==> config.mk <==
export PLATFORM = sky130hd
export DESIGN_NAME = link_setup_set_ua_handshake
export DESIGN_NICKNAME = d
export VERILOG_FILES = /design/src/design/lsh_pkg.sv /design/src/design/lsh_ctrl.sv /design/src/design/lsh_tx.sv /design/src/design/link_setup_set_ua_handshake.sv
export VERILOG_INCLUDE_DIRS = /design/src /design/src/design
export SDC_FILE = /design/constraint.sdc
export NUM_CORES = 1
export LEC_CHECK = 0
export BUFFER_PORTS_ARGS = -buffer_cell sky130_fd_sc_hd__buf_4
export CORE_MARGIN = 1
export CORE_UTILIZATION = 50
export DETAILED_ROUTE_END_ITERATION = 10
export HOLD_SLACK_MARGIN = 0.15
export PLACE_DENSITY = 0.73
export SLEW_MARGIN = 20
export SYNTH_ARGS = -nofsm -noshare
export SYNTH_HDL_FRONTEND = slang
export SYNTH_SLANG_ARGS = --single-unit
==> constraint.sdc <==
create_clock -name clk -period 6.4 [get_ports clk]
set_input_delay 0 -clock clk [delete_from_list [all_inputs] [get_ports clk]]
set_output_delay 0 -clock clk [all_outputs]
set_load 0.03 [all_outputs]
==> src/design/assert_macros.svh <==
// Assertion macros shared by the link set-up modules.
// Each macro expects signals named clk and rst_n in the enclosing scope.
`ifndef ASSERT_MACROS_SVH
`define ASSERT_MACROS_SVH

// The condition holds at every clock edge outside reset.
`define LSH_ASSERT_ALWAYS(lbl, cond, msg) \
  lbl: assert property (@(posedge clk) disable iff (!rst_n) (cond)) else $error(msg);

// When the antecedent holds, the consequent holds in the same cycle.
`define LSH_ASSERT_IMPL(lbl, ante, cons, msg) \
  lbl: assert property (@(posedge clk) disable iff (!rst_n) (ante) |-> (cons)) else $error(msg);

// When the antecedent holds, the consequent holds in the next cycle.
`define LSH_ASSERT_NEXT(lbl, ante, cons, msg) \
  lbl: assert property (@(posedge clk) disable iff (!rst_n) (ante) |=> (cons)) else $error(msg);

`endif

==> src/design/lsh_pkg.sv <==
// Shared types, codes and frame constants for the SET/UA link set-up block.
// No dependencies; used by lsh_ctrl, lsh_tx and the top level.
`default_nettype none

package lsh_pkg;

  // Fixed field widths.
  localparam int unsigned TIMEOUT_W  = 16;
  localparam int unsigned ATTEMPT_W  = 4;
  localparam int unsigned OP_W       = 2;
  localparam int unsigned BYTE_W     = 8;
  localparam int unsigned STATUS_W   = 2;
  localparam int unsigned FRAME_LEN  = 5;
  localparam int unsigned FRAME_IDX_W = 3;

  // Reset values of the configuration registers.
  localparam logic [TIMEOUT_W-1:0] TIMEOUT_RESET = 16'd3;
  localparam logic [ATTEMPT_W-1:0] ATTEMPT_RESET = 4'd4;

  // Frame bytes.
  localparam logic [BYTE_W-1:0] FLAG_BYTE = 8'h7E;
  localparam logic [BYTE_W-1:0] ADDR_SND  = 8'h01;
  localparam logic [BYTE_W-1:0] CTL_SET   = 8'h03;
  localparam logic [BYTE_W-1:0] CTL_UA    = 8'h07;
  localparam logic [BYTE_W-1:0] ZERO_BYTE = 8'h00;

  // Operation codes carried on the input tuser.
  localparam logic [OP_W-1:0] OP_START = 2'd0;
  localparam logic [OP_W-1:0] OP_BYTE  = 2'd1;
  localparam logic [OP_W-1:0] OP_TICK  = 2'd2;

  // Link status codes as reported on the output.
  localparam logic [STATUS_W-1:0] ST_IDLE = 2'd0;
  localparam logic [STATUS_W-1:0] ST_WAIT = 2'd1;
  localparam logic [STATUS_W-1:0] ST_CONN = 2'd2;
  localparam logic [STATUS_W-1:0] ST_FAIL = 2'd3;

  // Link phase, one-hot.
  typedef enum logic [3:0] {
    PH_IDLE = 4'b0001,
    PH_WAIT = 4'b0010,
    PH_CONN = 4'b0100,
    PH_FAIL = 4'b1000
  } phase_t;

  // UA frame recogniser, one-hot.
  typedef enum logic [4:0] {
    M_HUNT  = 5'b00001,
    M_FLAG  = 5'b00010,
    M_ADDR  = 5'b00100,
    M_CTRL  = 5'b01000,
    M_CHECK = 5'b10000
  } match_t;

  // Output job handed from the controller to the transmitter.
  typedef struct packed {
    logic                send_set;
    logic [STATUS_W-1:0] status;
  } job_t;

  // Status code of a phase.
  function automatic logic [STATUS_W-1:0] phase_code(input phase_t ph);
    logic [STATUS_W-1:0] code;
    case (ph)
      PH_IDLE: code = ST_IDLE;
      PH_WAIT: code = ST_WAIT;
      PH_CONN: code = ST_CONN;
      PH_FAIL: code = ST_FAIL;
      default: code = ST_IDLE;
    endcase
    return code;
  endfunction

  // Byte k of the SET frame: flag, address, control, check, flag.
  function automatic logic [BYTE_W-1:0] set_byte(input logic [FRAME_IDX_W-1:0] k);
    logic [BYTE_W-1:0] b;
    case (k)
      3'd0:    b = FLAG_BYTE;
      3'd1:    b = ADDR_SND;
      3'd2:    b = CTL_SET;
      3'd3:    b = ADDR_SND ^ CTL_SET;
      3'd4:    b = FLAG_BYTE;
      default: b = ZERO_BYTE;
    endcase
    return b;
  endfunction

endpackage

`default_nettype wire

==> src/design/lsh_ctrl.sv <==
// Link controller: phase, UA recogniser, tick and expiry counters.
// Depends on lsh_pkg and assert_macros.svh.
`default_nettype none

module lsh_ctrl #(
  parameter int unsigned TICK_COUNT_WIDTH = 16
) (
  input  wire logic                             clk,
  input  wire logic                             rst_n,
  input  wire logic                             step,
  input  wire logic [lsh_pkg::OP_W-1:0]         op,
  input  wire logic [lsh_pkg::BYTE_W-1:0]       rx_byte,
  input  wire logic [lsh_pkg::TIMEOUT_W-1:0]    timeout_ticks,
  input  wire logic [lsh_pkg::ATTEMPT_W-1:0]    max_attempts,
  output lsh_pkg::job_t                         job
);

  localparam int unsigned CW    = TICK_COUNT_WIDTH;
  localparam int unsigned CMP_W = (CW + 1 > lsh_pkg::TIMEOUT_W) ? CW + 1 : lsh_pkg::TIMEOUT_W;

  lsh_pkg::phase_t              phase_r,  phase_nxt;
  lsh_pkg::match_t              match_r,  match_nxt;
  logic [CW-1:0]                tick_r,   tick_nxt;
  logic [lsh_pkg::ATTEMPT_W-1:0] expiry_r, expiry_nxt;

  logic [CW:0]                  tick_inc;
  logic                         expire;
  logic [lsh_pkg::ATTEMPT_W-1:0] expiry_inc;
  logic                         give_up;
  lsh_pkg::match_t              match_step;
  logic                         ua_done;

  // Timeout comparison; an overflow of the counter at its own width also counts as expiry.
  assign tick_inc   = {1'b0, tick_r} + {{CW{1'b0}}, 1'b1};
  assign expire     = (CMP_W'(tick_inc) >= CMP_W'(timeout_ticks)) || tick_inc[CW];
  assign expiry_inc = expiry_r + lsh_pkg::ATTEMPT_W'(1);
  assign give_up    = (expiry_inc >= max_attempts) || (expiry_inc == '0);

  // UA recogniser step for the received byte.
  always_comb begin
    match_step = lsh_pkg::M_HUNT;
    ua_done    = 1'b0;
    case (match_r)
      lsh_pkg::M_HUNT: begin
        match_step = (rx_byte == lsh_pkg::FLAG_BYTE) ? lsh_pkg::M_FLAG : lsh_pkg::M_HUNT;
      end
      lsh_pkg::M_FLAG: begin
        if (rx_byte == lsh_pkg::ADDR_SND) match_step = lsh_pkg::M_ADDR;
        else if (rx_byte == lsh_pkg::FLAG_BYTE) match_step = lsh_pkg::M_FLAG;
      end
      lsh_pkg::M_ADDR: begin
        if (rx_byte == lsh_pkg::CTL_UA) match_step = lsh_pkg::M_CTRL;
        else if (rx_byte == lsh_pkg::FLAG_BYTE) match_step = lsh_pkg::M_FLAG;
      end
      lsh_pkg::M_CTRL: begin
        if (rx_byte == (lsh_pkg::ADDR_SND ^ lsh_pkg::CTL_UA)) match_step = lsh_pkg::M_CHECK;
        else if (rx_byte == lsh_pkg::FLAG_BYTE) match_step = lsh_pkg::M_FLAG;
      end
      lsh_pkg::M_CHECK: begin
        ua_done = (rx_byte == lsh_pkg::FLAG_BYTE);
      end
      default: begin
        match_step = lsh_pkg::M_HUNT;
      end
    endcase
  end

  // Next state and the output job for the item being handled.
  always_comb begin
    phase_nxt    = phase_r;
    match_nxt    = match_r;
    tick_nxt     = tick_r;
    expiry_nxt   = expiry_r;
    job.send_set = 1'b0;
    if (op == lsh_pkg::OP_START) begin
      phase_nxt    = lsh_pkg::PH_WAIT;
      match_nxt    = lsh_pkg::M_HUNT;
      tick_nxt     = '0;
      expiry_nxt   = '0;
      job.send_set = 1'b1;
    end else if (phase_r == lsh_pkg::PH_WAIT) begin
      if (op == lsh_pkg::OP_BYTE) begin
        // A zero byte leaves the recogniser untouched.
        if (rx_byte != lsh_pkg::ZERO_BYTE) begin
          match_nxt = match_step;
          if (ua_done) phase_nxt = lsh_pkg::PH_CONN;
        end
      end else if (op == lsh_pkg::OP_TICK) begin
        if (expire) begin
          tick_nxt   = '0;
          expiry_nxt = expiry_inc;
          if (give_up) begin
            phase_nxt = lsh_pkg::PH_FAIL;
            match_nxt = lsh_pkg::M_HUNT;
          end else begin
            job.send_set = 1'b1;
          end
        end else begin
          tick_nxt = tick_inc[CW-1:0];
        end
      end
    end
    job.status = lsh_pkg::phase_code(phase_nxt);
  end

  // State registers, updated once per handled item.
  always_ff @(posedge clk) begin
    if (!rst_n) begin
      phase_r  <= lsh_pkg::PH_IDLE;
      match_r  <= lsh_pkg::M_HUNT;
      tick_r   <= '0;
      expiry_r <= '0;
    end else if (step) begin
      phase_r  <= phase_nxt;
      match_r  <= match_nxt;
      tick_r   <= tick_nxt;
      expiry_r <= expiry_nxt;
    end
  end

`include "assert_macros.svh"

  // Outside the waiting phase the recogniser always rests in hunt.
  `LSH_ASSERT_IMPL(a_hunt_outside_wait, phase_r != lsh_pkg::PH_WAIT, match_r == lsh_pkg::M_HUNT, "recogniser active outside the waiting phase")
  // A start always leaves the block waiting with a cleared tick counter.
  `LSH_ASSERT_NEXT(a_start_clears, step && op == lsh_pkg::OP_START, phase_r == lsh_pkg::PH_WAIT && tick_r == '0 && expiry_r == '0, "start did not reset the handshake")

endmodule

`default_nettype wire

==> src/design/lsh_tx.sv <==
// Result transmitter: holds one job and plays out its beats.
// Depends on lsh_pkg and assert_macros.svh.
`default_nettype none

module lsh_tx (
  input  wire logic                              clk,
  input  wire logic                              rst_n,
  input  wire logic                              load,
  input  wire lsh_pkg::job_t                     job,
  output logic                                   free,
  output logic                                   out_valid,
  input  wire logic                              out_ready,
  output logic                                   out_tx_valid,
  output logic [lsh_pkg::BYTE_W-1:0]             out_byte,
  output logic [lsh_pkg::STATUS_W-1:0]           out_status,
  output logic                                   out_last
);

  logic                                 vld_r,  vld_nxt;
  lsh_pkg::job_t                        job_r;
  logic [lsh_pkg::FRAME_IDX_W-1:0]      idx_r,  idx_nxt;
  logic                                 fire;

  // Beat contents follow from the held job and the beat index.
  assign out_valid    = vld_r;
  assign out_tx_valid = job_r.send_set;
  assign out_byte     = job_r.send_set ? lsh_pkg::set_byte(idx_r) : lsh_pkg::ZERO_BYTE;
  assign out_status   = job_r.status;
  assign out_last     = !job_r.send_set ||
                        (idx_r == lsh_pkg::FRAME_IDX_W'(lsh_pkg::FRAME_LEN - 1));

  assign fire = vld_r && out_ready;
  assign free = !vld_r || (fire && out_last);

  // Beat sequencing.
  always_comb begin
    vld_nxt = vld_r;
    idx_nxt = idx_r;
    if (fire) begin
      if (out_last) vld_nxt = 1'b0;
      else          idx_nxt = idx_r + lsh_pkg::FRAME_IDX_W'(1);
    end
    if (load) begin
      vld_nxt = 1'b1;
      idx_nxt = '0;
    end
  end

  always_ff @(posedge clk) begin
    if (!rst_n) begin
      vld_r <= 1'b0;
      idx_r <= '0;
    end else begin
      vld_r <= vld_nxt;
      idx_r <= idx_nxt;
    end
  end

  // Job payload needs no reset.
  always_ff @(posedge clk) begin
    if (load) job_r <= job;
  end

`include "assert_macros.svh"

  // A status-only job never leaves its first beat.
  `LSH_ASSERT_IMPL(a_status_single, vld_r && !job_r.send_set, idx_r == '0, "status beat index moved")
  // A taken frame beat that is not the last advances the index by one.
  `LSH_ASSERT_NEXT(a_idx_step, fire && !out_last, idx_r == $past(idx_r) + lsh_pkg::FRAME_IDX_W'(1), "frame beat skipped or repeated")
  // The load only happens when the job slot is free.
  `LSH_ASSERT_IMPL(a_load_free, load, free, "job overwritten before its last beat")

endmodule

`default_nettype wire

==> src/design/link_setup_set_ua_handshake.sv <==
// Sender side of a SET/UA link set-up. Each accepted input beat is one item: a start sends the
// SET frame (five output beats), a received byte feeds the UA recogniser and a tick advances
// the timeout, which retransmits SET or declares failure; every other item yields one status
// beat. An item is registered on input and handled as it moves into the output job register
// once the job slot frees; its result beats are then played out from that register. The input
// register accepts a new beat while the job register still plays out, so the block takes one
// item per cycle for status-only traffic while out_tready stays high; an item that sends SET
// holds the job slot until its five beats are taken; the output channel's beat count sets the
// sustained rate. Registers: timeout_ticks at byte address 0, max_attempts at byte address 4.
`default_nettype none

module link_setup_set_ua_handshake #(
  parameter int unsigned TICK_COUNT_WIDTH = 16
) (
  input  wire logic        clk,
  input  wire logic        rst_n,
  // Input stream.
  input  wire logic        in_tvalid,
  output logic             in_tready,
  input  wire logic [7:0]  in_tdata,    // [7:0] rx_byte
  input  wire logic [1:0]  in_tuser,    // [1:0] op
  // Result stream.
  output logic             out_tvalid,
  input  wire logic        out_tready,
  output logic [15:0]      out_tdata,   // [7:0] tx_byte, [9:8] link_status, [15:10] zero
  output logic [0:0]       out_tuser,   // [0] tx_valid
  output logic             out_tlast,
  // Configuration port.
  input  wire logic        cfg_psel,
  input  wire logic        cfg_penable,
  input  wire logic        cfg_pwrite,
  input  wire logic [2:0]  cfg_paddr,
  input  wire logic [31:0] cfg_pwdata,
  output logic [31:0]      cfg_prdata,
  output logic             cfg_pready
);

  logic                               in_vld_r, in_vld_nxt;
  logic [lsh_pkg::OP_W-1:0]           op_r;
  logic [lsh_pkg::BYTE_W-1:0]         byte_r;
  logic [lsh_pkg::TIMEOUT_W-1:0]      timeout_r;
  logic [lsh_pkg::ATTEMPT_W-1:0]      attempts_r;
  logic                               step;
  logic                               tx_free;
  logic                               cfg_wr;
  lsh_pkg::job_t                      job;
  logic [lsh_pkg::BYTE_W-1:0]         tx_byte;
  logic [lsh_pkg::STATUS_W-1:0]       tx_status;

  // Configuration registers; the low address bits are byte offsets.
  assign cfg_pready = 1'b1;
  assign cfg_wr     = cfg_psel && cfg_penable && cfg_pwrite && cfg_pready;

  always_ff @(posedge clk) begin
    if (!rst_n) begin
      timeout_r  <= lsh_pkg::TIMEOUT_RESET;
      attempts_r <= lsh_pkg::ATTEMPT_RESET;
    end else if (cfg_wr) begin
      if (cfg_paddr[2]) attempts_r <= cfg_pwdata[lsh_pkg::ATTEMPT_W-1:0];
      else              timeout_r  <= cfg_pwdata[lsh_pkg::TIMEOUT_W-1:0];
    end
  end

  assign cfg_prdata = cfg_paddr[2] ? 32'(attempts_r) : 32'(timeout_r);

  // Input register: the held item moves on whenever the job slot frees.
  assign step       = in_vld_r && tx_free;
  assign in_tready  = !in_vld_r || step;
  assign in_vld_nxt = (in_tvalid && in_tready) || (in_vld_r && !step);

  always_ff @(posedge clk) begin
    if (!rst_n) in_vld_r <= 1'b0;
    else        in_vld_r <= in_vld_nxt;
  end

  always_ff @(posedge clk) begin
    if (in_tvalid && in_tready) begin
      op_r   <= in_tuser;
      byte_r <= in_tdata;
    end
  end

  lsh_ctrl #(
    .TICK_COUNT_WIDTH(TICK_COUNT_WIDTH)
  ) u_ctrl (
    .clk           (clk),
    .rst_n         (rst_n),
    .step          (step),
    .op            (op_r),
    .rx_byte       (byte_r),
    .timeout_ticks (timeout_r),
    .max_attempts  (attempts_r),
    .job           (job)
  );

  lsh_tx u_tx (
    .clk          (clk),
    .rst_n        (rst_n),
    .load         (step),
    .job          (job),
    .free         (tx_free),
    .out_valid    (out_tvalid),
    .out_ready    (out_tready),
    .out_tx_valid (out_tuser[0]),
    .out_byte     (tx_byte),
    .out_status   (tx_status),
    .out_last     (out_tlast)
  );

  assign out_tdata = {6'd0, tx_status, tx_byte};

`include "assert_macros.svh"

  // A held item is never dropped while waiting for the job slot.
  `LSH_ASSERT_NEXT(a_item_held, in_vld_r && !step, in_vld_r, "held input item lost")

endmodule

`default_nettype wire
==> metrics <==
Antenna diodes=0; Synth area leaders=dfxtp_1 27%, edfxtp_1 9.6%, ha_1 8.3%, nand2_1 6.3%, nor2_1 5.5%; worst hold stages=4; post-detail-place hpwl=roughly 6.3 mm; Antenna Nets Post-Route=0; max cap viols=0; Die Ht=slightly above 90 um; async set-reset flop share out of synthesis=0%; Max clock buf depth=2; hold crit path type=in -> reg; worst r2r dst=u_ctrl.tick_r[1]$_SDFFE_PN0P_; max-slew violation count=0; FF-to-FF path depth=14; gpl congestion=approximately 0.85; Final Critical Period=3.871 ns; pin count of the biggest net entering global routing=26; CP max FO=15; Util after Layout=63.78%; total grt overflow=0; min-delay src=cfg_pwrite; final worst slack=2.529 ns; DP Worst Slack=approximately 2.6 ns; Least-Margin Pin Slew=1.027 ns; Core Area=7807 um^2; crit path kind=reg -> reg; CP Launch Type=flip-flop; Worst path top cell family by delay=simple AND/OR/NAND/NOR gates; setup bufs post-CTS=0; Tcrit/Tclk final=60.49%; cts repair resizes=0; Avg Synthesized Cell Area=8.200 um^2; clk sinks=67; worst-path cell chain=nand3_1 > nor3_1 > and3_1 > nand2_1 > nor2_1 > xnor2_1 > ha_1 > nand3_1 > nor2_1 > a221oi_1 > nand4_2 > o21ai_1 > nand2_1 > a21oi_1; RSZ-0062 raised after global routing=no; peak supply drop=0.1051 mV; die area=8516 um^2; share of cells above drive strength 1=approximately 16%; final setup fails=0; Worst Hold End=attempts_r[1]$_SDFFE_PN0P_; Layout Skew=0.007510 ns; num ports=105; worst hold slack=0.1983 ns; Post-synth EDFFs=13; Setup TNS=0 ns; FF+latch count, synth=67; Vias=about 3.6k; Post-route DRC=0; sequential share of the synthesized area=a little over a third; area leader, netlist=dfxtp_1; Clock transition at path regs=0.07 ns; CTS tree=built; worst path buffer plus inverter count=0; Area Growth Syn to Fin=22.20%; post-synthesis cell count=between 400 and 500; Worst Path Arrival=a little over 4 ns; worst reg2reg setup slack=about 2.5 ns; DR WL/cell=12.94 um; gr usage total=23.24%; H-tree depth=3; port bufs=62; Slew headroom=31.54%; Nets=655; Pwr per Cell Area=approximately 180 nW/um^2; Skew-Pair Late Insertion Delay=0.35 ns; Highest Clock Rate=~260 MHz; Design Power=915.3 uW; Clock Tree Root=clkbuf_8; CP Data Required Time=6.67 ns; CTS Buf Count=9; Synth warnings=0; first-pass GRT wire length=15.76 mm; Hold Vio Cnt, Final=0; Initial Util=52.20%; status=completed; routed wire length=between 8 and 9 mm; r2r startpoint=u_ctrl.tick_r[2]$_SDFFE_PN0P_; initial antenna violation count=0; DR iter-0 viols=162; ys flop type=dfxtp_1; LEAKAGE=2.135 nW; Worst Setup End Kind=flip-flop; cell area after synthesis=4075 um^2; via count of the first global-routing pass=3566; FP Rows=32; Pre-antenna DRT Iters=4; CP max stage delay=0.43 ns; Die X=around 92 um; distinct cell type count after synthesis=58; post-synth top area share=26.53%; routed vias/inst=5.206; Slowest cell on crit path=dfxtp_1
[worst reg2reg max path, stage by stage, from the launching register on]
cell and delay (ns):
dfxtp_1 0.43, nand3_1 0.21, nor3_1 0.41, and3_1 0.27, nand2_1 0.09, nor2_1 0.14, xnor2_1 0.14, ha_1 0.27
nand3_1 0.13, nor2_1 0.07, a221oi_1 0.33, nand4_2 0.28, o21ai_1 0.37, nand2_1 0.43, a21oi_1 0.24
[stage by stage]
| step | std cells | area [um^2] |
|---|---|---|
| after floorplan | 519 | 4158 |
| after global placement | 635 | 4464 |
| after detailed placement | 635 | 4464 |
| after CTS | 683 | 4977 |
| after global routing | 683 | 4980 |
| final | 683 | 4980 |
[final cells by class]
| class | count | area [um^2] |
|---|---|---|
| Timing Repair Buffer | 95 | 793.3 |
| Clock buffer | 9 | 123.9 |
| Fill cell | 673 | 2828 |
| Inverter | 29 | 108.9 |
| Multi-Input combinational cell | 374 | 2286 |
| Clock inverter | 7 | 68.82 |
| Sequential cell | 67 | 1471 |
| Tap cell | 102 | 127.6 |
[synth_stat cells (all sizes together), types with 4 or more instances]
cell    instances
nor4            5
nand2          69
inv            29
nand3          15
buf            33
xnor2          17
o211ai          4
ha             27
a21oi          30
nor2b           5
o21ai          15
clkbuf         16
dfxtp          54
and3            5
nor3           12
edfxtp         13
nand2b          6
xor2           17
nand4          10
nor2           60
mux2i          11
[power by group]
part | total, mW | switching [mW] | leakage [nW] | internal (mW)
Combinational | 0.123 | 0.0738 | 1.49 | 0.0488
Sequential | 0.448 | 0.00826 | 0.563 | 0.440
Clock | 0.344 | 0.167 | 0.0849 | 0.177
Total | 0.915 | 0.249 | 2.13 | 0.666
[state kept, by name, summed over array words and instances (netlist names)]
name	cells
u_ctrl.match_r	5
op_r	2
u_tx.idx_r	3
u_ctrl.phase_r	4
u_tx.out_status	2
u_tx.out_tx_valid	1
timeout_r	16
attempts_r	4
u_tx.out_valid	1
u_ctrl.expiry_r	4
in_vld_r	1
u_ctrl.tick_r	16
byte_r	8
[repair_timing]
item                                   4_1_cts  5_1_grt
hold buffers                                32        0
endpoints found under the hold margin       43        0
setup endpoints to repair                    0        0
[cells in the final DEF (no fill, tap or decap), types with 14 or more instances in the layout]
cell           instances
xnor2_1               17
inv_1                 28
conb_1                24
xor2_1                17
nor2_1                59
nand3_1               14
buf_4                 63
nand2_1               68
dfxtp_1               54
ha_1                  27
dlygate4sd3_1         32
a21oi_1               30
[how the worst max path moves through the flow]
stage                                       start                             to  slack [ns]  cells after the start
CTS                 u_ctrl.tick_r[2]$_SDFFE_PN0P_  u_ctrl.tick_r[1]$_SDFFE_PN0P_        2.52                     14
global placement    u_ctrl.tick_r[2]$_SDFFE_PN0P_  u_ctrl.tick_r[1]$_SDFFE_PN0P_        2.63                     14
finish              u_ctrl.tick_r[2]$_SDFFE_PN0P_  u_ctrl.tick_r[1]$_SDFFE_PN0P_        2.53                     14
floorplan           u_ctrl.tick_r[2]$_SDFFE_PN0P_  u_ctrl.tick_r[0]$_SDFFE_PN0P_        3.28                     15
global route        u_ctrl.tick_r[2]$_SDFFE_PN0P_  u_ctrl.tick_r[1]$_SDFFE_PN0P_        2.12                     14
detailed placement  u_ctrl.tick_r[2]$_SDFFE_PN0P_  u_ctrl.tick_r[1]$_SDFFE_PN0P_        2.58                     14
[layer usage]
| layer | up-vias | global-route usage [%] | part of all wire [%] |
|---|---|---|---|
| li1 | 1792 | - | - |
| met1 | 1666 | 29.02 | 48 |
| met2 | 85 | 40.11 | 47 |
| met3 | 13 | 3.483 | 3.3 |
| met4 | 0 | 9.115 | 1.7 |
| met5 | - | 0 | 0 |
[kinds of logic (layout without fill, tap and decap cells)]
group / Yosys count / after routing / share of synthesized area [%]
xor+xnor: 34 / 34 / 7.307
fa+ha+maj: 27 / 27 / 8.290
compound gates: 75 / 75 / 11.70
flops: 67 / 67 / 36.11
other cells: 2 / 24 / 0.1843
simple gates: 202 / 202 / 23.55
mux: 12 / 12 / 2.978
buf+inv: 78 / 140 / 9.886
No activity file was read; power rests on OpenSTA's default activity.
